[src/hw/rtl/cosine_feature_match_table_top_macros.svh]
// assertion helpers for the match table rtl, included by cfmt_back
`ifndef COSINE_FEATURE_MATCH_TABLE_TOP_MACROS_SVH
`define COSINE_FEATURE_MATCH_TABLE_TOP_MACROS_SVH

// same-cycle implication, checked out of reset
`define CFMT_ASSERT_IMP(lbl, ante, cons, msg) \
	lbl: assert property (@(posedge clk) disable iff (!arst_n) (ante) |-> (cons)) \
		else $error(msg);

// next-cycle implication, checked out of reset
`define CFMT_ASSERT_NXT(lbl, ante, cons, msg) \
	lbl: assert property (@(posedge clk) disable iff (!arst_n) (ante) |=> (cons)) \
		else $error(msg);

`endif

[src/hw/rtl/cfmt_pkg.sv]
`timescale 1ns / 1ps
`default_nettype none
// ----------------------------------------------------------------------------
// cfmt_pkg
// Shared codes, field widths and handoff types of the feature match table.
// ----------------------------------------------------------------------------
package cfmt_pkg;

	localparam int KEY_W        = 32;
	localparam int IN_ELEM_W    = 16;
	localparam int SCORE_W      = 16;
	localparam int SLOT_FIELD_W = 6;
	localparam int CNT_FIELD_W  = 10;
	localparam int QUEUE_DEPTH  = 2;

	localparam logic [SCORE_W-1:0] SCORE_MAX = '1;

	localparam logic [1:0] FN_STORE  = 2'd0;
	localparam logic [1:0] FN_DELETE = 2'd1;
	localparam logic [1:0] FN_QUERY  = 2'd2;

	localparam logic [1:0] STAT_OK        = 2'd0;
	localparam logic [1:0] STAT_NO_SPACE  = 2'd1;
	localparam logic [1:0] STAT_NOT_FOUND = 2'd2;
	localparam logic [1:0] STAT_NO_MATCH  = 2'd3;

	typedef struct packed {
		logic [1:0]             op;
		logic [KEY_W-1:0]       key;
		logic [CNT_FIELD_W-1:0] count;
	} cmd_t;

	typedef struct packed {
		logic [1:0]              status;
		logic [SLOT_FIELD_W-1:0] slot;
		logic [KEY_W-1:0]        key;
		logic [SCORE_W-1:0]      score;
		logic                    above;
	} res_t;

endpackage
`default_nettype wire

[src/hw/rtl/cfmt_front.sv]
`timescale 1ns / 1ps
`default_nettype none
// ----------------------------------------------------------------------------
// cfmt_front
// Takes input beats, buffers vector elements and queues commands.
// ----------------------------------------------------------------------------
module cfmt_front import cfmt_pkg::*; #(
	parameter int FEATURE_LEN  = 128,
	parameter int ELEMENT_BITS = 16
) (
	input  wire logic                             clk,
	input  wire logic                             arst_n,
	input  wire logic                             s_axis_tvalid,
	output logic                                  s_axis_tready,
	input  wire logic [47:0]                      s_axis_tdata,
	input  wire logic [1:0]                       s_axis_tuser,
	input  wire logic                             s_axis_tlast,
	input  wire logic                             vec_done,
	output logic                                  bw_en,
	output logic [$clog2(FEATURE_LEN)-1:0]        bw_addr,
	output logic [ELEMENT_BITS-1:0]               bw_data,
	output logic                                  cmd_valid,
	output cmd_t                                  cmd,
	input  wire logic                             cmd_pop
);

	localparam int IDX_W  = $clog2(FEATURE_LEN);
	localparam int CNT_W  = $clog2(FEATURE_LEN + 1);
	localparam int PTR_W  = $clog2(QUEUE_DEPTH);
	localparam int FILL_W = $clog2(QUEUE_DEPTH + 1);

	logic [CNT_W-1:0]  cnt_q;
	logic              vec_busy_q;
	logic [PTR_W-1:0]  wr_ptr_q;
	logic [PTR_W-1:0]  rd_ptr_q;
	logic [FILL_W-1:0] fill_q;
	cmd_t              queue_q [QUEUE_DEPTH];

	logic              accept;
	logic [1:0]        func;
	logic              is_vec;
	logic              room;
	logic [CNT_W-1:0]  cnt_inc;
	logic              push;
	cmd_t              push_cmd;
	logic [31:0]       raw_ext;

	always_comb begin
		accept  = s_axis_tvalid && s_axis_tready;
		func    = s_axis_tuser;
		is_vec  = (func == FN_STORE) || (func == FN_QUERY);
		room    = cnt_q < CNT_W'(FEATURE_LEN);
		cnt_inc = room ? cnt_q + 1'b1 : cnt_q;
		push    = accept && ((func == FN_DELETE) || (is_vec && s_axis_tlast));
		push_cmd.op    = func;
		push_cmd.key   = s_axis_tdata[KEY_W-1:0];
		push_cmd.count = (func == FN_DELETE) ? '0 : CNT_FIELD_W'(cnt_inc);
		raw_ext = {16'b0, s_axis_tdata[KEY_W +: IN_ELEM_W]};
	end

	// element field is read as two's complement in its low ELEMENT_BITS bits
	assign bw_en   = accept && is_vec && room;
	assign bw_addr = cnt_q[IDX_W-1:0];
	assign bw_data = raw_ext[ELEMENT_BITS-1:0];

	assign s_axis_tready = (fill_q != FILL_W'(QUEUE_DEPTH)) && !vec_busy_q;
	assign cmd_valid     = fill_q != '0;
	assign cmd           = queue_q[rd_ptr_q];

	always_ff @(posedge clk or negedge arst_n) begin
		if (!arst_n) begin
			cnt_q      <= '0;
			vec_busy_q <= 1'b0;
			wr_ptr_q   <= '0;
			rd_ptr_q   <= '0;
			fill_q     <= '0;
		end else begin
			if (accept) begin
				if (func == FN_DELETE) begin
					cnt_q <= '0;
				end else if (is_vec) begin
					cnt_q <= s_axis_tlast ? '0 : cnt_inc;
				end
			end
			// buffer stays owned by the back end until it finishes the vector
			if (accept && is_vec && s_axis_tlast) begin
				vec_busy_q <= 1'b1;
			end else if (vec_done) begin
				vec_busy_q <= 1'b0;
			end
			if (push) begin
				wr_ptr_q <= wr_ptr_q + 1'b1;
			end
			if (cmd_pop) begin
				rd_ptr_q <= rd_ptr_q + 1'b1;
			end
			fill_q <= fill_q + FILL_W'(push) - FILL_W'(cmd_pop);
		end
	end

	always_ff @(posedge clk) begin
		if (push) begin
			queue_q[wr_ptr_q] <= push_cmd;
		end
	end

endmodule
`default_nettype wire

[config.mk]
export PLATFORM = sky130hd
export DESIGN_NAME = cfmt_front
export DESIGN_NICKNAME = d
export VERILOG_FILES = /design/src/hw/rtl/cosine_feature_match_table_top_macros.svh /design/src/hw/rtl/cfmt_pkg.sv /design/src/hw/rtl/cfmt_front.sv
export SDC_FILE = /design/constraint.sdc
export NUM_CORES = 1
export LEC_CHECK = 0
export CELL_PAD_IN_SITES_DETAIL_PLACEMENT = 0
export CELL_PAD_IN_SITES_GLOBAL_PLACEMENT = 1
export CORE_ASPECT_RATIO = 0.9
export CORE_MARGIN = 2
export CORE_UTILIZATION = 46
export CTS_CLUSTER_DIAMETER = 80
export DETAILED_ROUTE_END_ITERATION = 16
export DONT_BUFFER_PORTS = 1
export HOLD_SLACK_MARGIN = 0.15
export PLACE_DENSITY = 0.81
export SLEW_MARGIN = 40
export SYNTH_ARGS = -nofsm -noshare
export SYNTH_HDL_FRONTEND = slang
export SYNTH_SLANG_ARGS = --single-unit
[constraint.sdc]
create_clock -name clk -period 3.2 [get_ports clk]
set_input_delay 0.48 -clock clk [delete_from_list [all_inputs] [get_ports clk]]
set_output_delay 0.48 -clock clk [all_outputs]
set_load 0.02 [all_outputs]
==> flow_summary.ini, run 1 <==
[outcome]
status = finished clean

[drt]
vias = 1836
ant_nets = 0
drc_errors = 0
drt_first_pass_iters = 4
wire_per_inst_um = 17.8
drt-total-wl_mm = 6.35
drt_iter0_markers = 42
vias_per_cell = 5.14

[power]
power_density_mw_per_mm2 = 804
vdd_drop_max_uv = 356
p_leak_nw = 1.43

[grt]
grt_max_degree = 44
grt_pass1_wl_mm = 9.63
track_usage_pct = 13.5
antenna_found_initial = 0
globalRouteOverflowTotal = 0
grt_pass1_vias = 1852

[die]
rows = 32
die_h_um = 93.2
fp.dieW_um = 103
core-area_mm2 = 0.00857
start_util_pct = 47.4
ioPinCount = 126
die_area_mm2 = 0.00960

[yosys]
ys_seq_area_share_pct = 70.1
synth_cell_type_count = 37
synthesis.yosys.warnings = 0
synthFlopType = edfxtp_1
netlist_instances = 251
async_flop_share_pct = 13.4
synth_area_mm2 = 0.00406
synth_edf_count = 84
synth-seq-cells = 97
syn_area_per_cell_um2 = 16.2

[worst_setup_path]
critPathCaptureType = flop
cp.required_ns = 3.25
crit_type = reg -> reg
cp_top_family = simple AND/OR/NAND/NOR gates
slowest_stage = nor2_4
cp_slowest_stage_delay_ns = 0.47
start_kind = flop
crit_buf_inv = 2
critical_path_arrival_ns = 2.26
worstPathMaxFanout = 25
critical_path.cell_chain = nor2b_2 -> nand3_1 -> nor2_1 -> inv_1 -> nor2_4 -> buf_12

[sta]
setup_tns_ns = 0
clock_skew_ns = 0.00875
clock.fmax_ghz = 0.452
slew_violations = 0
fin_crit_sh_pct = 69.1
setup_viol = 0
min_period_ns = 2.21
hold_viol_final = 0
worstMarginPinSlew_ns = 0.622
grt_setup_unrepaired = no
max_slew_margin_pct = 58.2

[clock_tree]
clock-sinks = 97
cts_setup_buffers = 0
cts_buffer_depth = 2
numCtsBuffers = 9
cts_root_buffer = clkbuf_8
cts_max_level = 3
clkTransAtPathRegs_ns = 0.09
cts_tree = built
worst_skew_pair.late_latency_ns = 0.35

[min_path]
hold_class = in -> reg

[place]
place.gp.congestion = 0.770
hpwl_mm = 4.25
io_buffers = 0
dp_cells = 340

[finish]
antennaDiodeCount = 0
nets = 292
area_growth_pct = 4.34
drive_gt1_share_pct = 29.4
fin_cells = 357

[flow_run]
cap_violations = 0
==> per-layer routing <==
layer  vias up  GRT usage [%]  wire, um
met5         -              0         0
met4         0           5.70       116
met3        17           5.75       644
met2        70           21.6      2980
met1       896           15.9      2610
li1        853              -         -
==> per-stage QoR <==
stage	setup WS (ns)	hold WS (ns)	util [%]	cell area (um2)	power, W
after floorplan	-0.0950	0.184	-	4070	0.00258
after global placement	0.904	0.185	47.0	4030	0.00268
after detailed placement	0.861	0.185	47.1	4030	0.00269
after CTS	0.937	0.184	49.5	4240	0.00347
after global routing	0.723	0.188	49.5	4240	0.00359
final	0.989	0.205	49.5	4240	0.00341
==> placed cells by master, fill, tap and decap left out, types with 2 or more instances in the layout <==
cell type / netlist / final
edfxtp_1: 84 / 84
mux2_2: 43 / 43
nor2_1: 16 / 14
dfrtp_1: 13 / 12
clkbuf_8: 1 / 9
xnor2_1: 8 / 8
o21ai_0: 6 / 6
inv_1: 5 / 5
nand2_1: 5 / 5
nor3_1: 4 / 4
nand2b_1: 3 / 3
a21oi_1: 3 / 3
ha_1: 3 / 3
clkinv_4: 0 / 3
and3_1: 2 / 2
nor2b_1: 2 / 2
xor2_1: 2 / 2
nand3_1: 2 / 2
nor2_4: 0 / 2
a31oi_1: 2 / 2
conb_1: 1 / 2
buf_12: 0 / 2
==> power by group <==
part | switching (W) | internal, W | leakage (nW)
clock network | 0.000402 | 0.000364 | 0.0964
logic | 0.000532 | 0.000337 | 0.395
registers | 0.000188 | 0.00159 | 0.942
==> timing repair <==
item	4_1_cts	5_1_grt
gates resized for setup	0	0
hold buffers	1	0
endpoints found under the setup margin	0	0
endpoints found under the hold margin	13	0
==> worst register-to-register path, cell delays in order (launching register included) <==
cell     delay (ns)
dfrtp_1        0.41
nor2b_2        0.17
nand3_1        0.18
nor2_1         0.25
inv_1          0.16
nor2_4         0.47
buf_12         0.27
==> layout make-up <==
class,instances,area [um2]
clock buffer,10,128
clock inverter,6,68.8
multi-input combinational,117,973
fill,743,4330
sequential,97,2850
timing repair buffer,3,50.0
tap,119,149
inverter,5,18.8
==> flip-flops by register name, indices dropped and copies added, names as in the netlist <==
name	count
cnt_q	8
wr_ptr_q	1
rd_ptr_q	1
queue_q	84
vec_busy_q	1
fill_q	2
==> worst paths after layout <==
path | start | endpoint | slack [ns] | depth (start not counted)
min in group asynchronous | arst_n | fill_q[1] | 0.58 | 1
max reg2reg | vec_busy_q | queue_q[0][2] | 0.99 | 6
min | cmd_pop | rd_ptr_q | 0.20 | 1
max | vec_busy_q | queue_q[0][2] | 0.99 | 6
min reg2reg | fill_q[1] | fill_q[1] | 0.52 | 1
max in group asynchronous | arst_n | rd_ptr_q | 2.17 | 1
==> synth_stat cells (2+ instances only) <==
cell	n	area, um2
a21oi_1	3	15.0
a31oi_1	2	12.5
and3_1	2	12.5
buf_2	5	25.0
buf_4	25	188
dfrtp_1	13	325
edfxtp_1	84	2520
ha_1	3	37.5
inv_1	5	18.8
mux2_2	43	484
nand2_1	5	18.8
nand2b_1	3	18.8
nand3_1	2	10.0
nor2_1	16	60.1
nor2b_1	2	12.5
nor3_1	4	20.0
o21ai_0	6	30.0
xnor2_1	8	70.1
xor2_1	2	17.5
==> cells by family (layout without fill, tap and decap cells) <==
| kind of cell | count (synthesis) | count (layout) | synth area share (%) |
|---|---|---|---|
| AOI/OAI and AO/OA | 14 | 14 | 2.03 |
| xor gates and xnor gates | 10 | 10 | 2.16 |
| adders and majority gates | 3 | 3 | 0.924 |
| buffers and inverters | 38 | 24 | 6.41 |
| DFF | 97 | 97 | 70.1 |
| muxes | 44 | 44 | 12.2 |
| other | 1 | 2 | 0.0923 |
| and+or+nand+nor | 44 | 44 | 6.13 |
Power figures use the tool's default switching activity.
==> inputs of run 2 (changes only) <==
Settings changed: ABC_AREA set to 1, CORE_UTILIZATION 46 to 50, PLACE_DENSITY 0.81 to 0.84.
Clock period 3.2 ns to 2.3 ns, I/O delays scaled along.
==> run 2 against run 1 <==
Compared with the run above: total power up 46%; register-to-register slack worse by 0.44 ns; cell count up 11%; critical path depth down 4; critical endpoint is now cmd[11]; largest cell class unchanged; worst setup slack worse by 0.52 ns; sequential cell count unchanged; global-route usage up 2.1 points; sequential share of layout area down 5.9 points; worst hold slack better by 0.083 ns; sequential power up 32%; final area up 9.6%; area after synthesis down 0.22%.
==> flow_summary.ini, run 2 <==
[drt]
drt_iter0_markers = 59
wire_per_inst_um = 17.1
vias = 2110
met3_length_um = 658
met1_length_mm = 2.79
drt-total-wl_mm = 6.78
highest_layer = met4
ant_nets = 0
vias_per_cell = 5.33
drt_first_pass_iters = 4
drc_errors = 0
wl_met2_mm = 3.23

[die]
core-area_mm2 = 0.00795
start_util_pct = 51.0
ioPinCount = 126
fp.dieW_um = 98.9
die_h_um = 89.4
rows = 31
die_area_mm2 = 0.00884

[place]
place_area_mm2 = 0.00403
place.gp.congestion = 0.785
dp_cells = 341
io_buffers = 0
hpwl_mm = 4.24

[grt]
grt_max_degree = 44
grt_pass1_vias = 2053
track_usage_pct = 15.6
grt_pass1_wl_mm = 10.3
globalRouteOverflowTotal = 0
antenna_found_initial = 0

[finish]
num-fill-cells = 612
reg_top3 = queue_q x84, cnt_q x8, fill_q x2
layout_commonest_cell = edfxtp_1
largest_reg_flops = 84
final-seq-area_mm2 = 0.00285
nets = 351
antennaDiodeCount = 0
stdcell_area_mm2 = 0.00464
drive_gt1_share_pct = 25.9
area_growth_pct = 14.6
final_util_pct = 58.4
fin_cells = 396
multi_input_area_um2 = 961
largest-register = queue_q
layout_common_cells = edfxtp_1, mux2_2, dlygate4sd3_1

[clock_tree]
numCtsBuffers = 9
cts_max_level = 3
cts_root_buffer = clkbuf_8
cts_tree = built
worst_skew_pair.late_latency_ns = 0.36
cts_setup_buffers = 0
clock-sinks = 97
hold_buffers = 39
clkTransAtPathRegs_ns = 0.10
cts_buffer_depth = 2
cts-resized-gates = 0

[outcome]
status = finished clean

[worst_setup_path]
r2r-start = fill_q[1]
cp.required_ns = 1.96
worst-r2r-setup-slack_ns = 0.55
worstPathMaxFanout = 23
critPathCaptureType = output port
rr_endpoint = vec_busy_q
r2r_cells = 4
crit_type = reg -> out
start_kind = flop
critical_path_arrival_ns = 1.48

[yosys]
yosys-top-cells-area = edfxtp_1, mux2_2, dfrtp_1
synthFlopType = edfxtp_1
synthesis.yosys.warnings = 0
synth.most_common_cell = edfxtp_1
synth_top_area_cell = edfxtp_1
synthTopCellsByCount = edfxtp_1, mux2_2, nand2_1
async_flop_share_pct = 13.4
synth_area_mm2 = 0.00405
yosys.area.top_type_share_pct = 62.2
synth_cell_type_count = 28
ys_seq_area_share_pct = 70.2
syn_area_per_cell_um2 = 15.2
synth_edf_count = 84
synth-seq-cells = 97
netlist_instances = 267

[sta]
grt_setup_unrepaired = no
clock_skew_ns = 0.00489
max_slew_margin_pct = 55.2
slew_violations = 0
worstMarginPinSlew_ns = 0.669
setup_viol = 0
min_period_ns = 1.83
fin_crit_sh_pct = 79.4
clock.fmax_ghz = 0.547
hold_viol_final = 0
setup_tns_ns = 0

[min_path]
hold_class = in -> reg
hp-start = s_axis_tuser[1]
hold_depth = 4
hold_end = cnt_q[7]

[flow_run]
cap_violations = 0

[power]
power_density_mw_per_mm2 = 1070
vdd_drop_max_uv = 595
p_leak_nw = 1.65
==> run 2: report_power, final <==
group	switching, W	internal, W
logic	0.000939	0.000518
registers	0.000122	0.00220
clock network	0.000640	0.000538
total	0.00170	0.00326
==> run 2: final cells by class <==
class / instances / area share, %
Inverter: 11 / 0.889
Multi-Input combinational cell: 130 / 20.7
Timing Repair Buffer: 43 / 9.59
Sequential cell: 97 / 61.3
Clock buffer: 9 / 2.67
Clock inverter: 7 / 2.16
Tap cell: 99 / 2.67
==> run 2: cells by family (layout without fill, tap and decap cells) <==
kind of cell	Yosys count	in the layout	synth area share [%]
mux	42	42	11.7
xor+xnor	3	3	0.648
compound gates	11	11	1.57
buf+inv	41	70	6.33
other cells	1	2	0.0925
flops	97	97	70.2
fa+ha+maj	3	3	0.926
simple gates	69	69	8.52
==> run 2: metrics by stage <==
stage / worst slack [ns] / hold WS, ns / power, W
4_1_cts: 0.441 / 0.263 / 0.00503
6_report: 0.473 / 0.288 / 0.00496
5_1_grt: 0.393 / 0.266 / 0.00521
3_3_place_gp: 0.618 / 0.0498 / 0.00376
2_1_floorplan: 0.365 / 0.0494 / 0.00361
3_5_place_dp: 0.575 / 0.0498 / 0.00377
==> run 2: worst max-delay path, cell delays in order (launching register included) <==
cell	delay, ns
dfrtp_2	0.36
buf_4	0.30
mux2_2	0.46
==> run 2: worst max path at each step <==
stage | cells past startpoint | startpoint | end
floorplan | 5 | vec_busy_q | queue_q[1][0]
global placement | 8 | fill_q[1] | fill_q[1]
detailed placement | 8 | vec_busy_q | fill_q[1]
CTS | 2 | rd_ptr_q | cmd[11]
global route | 3 | fill_q[1] | bw_en
finish | 2 | rd_ptr_q | cmd[11]
==> run 2: layer usage <==
layer | track usage (%) | up-vias
met3 | 6.41 | 15
li1 | - | 974
met5 | 0 | -
met2 | 25.6 | 98
met4 | 6.60 | 0
met1 | 18.5 | 1023
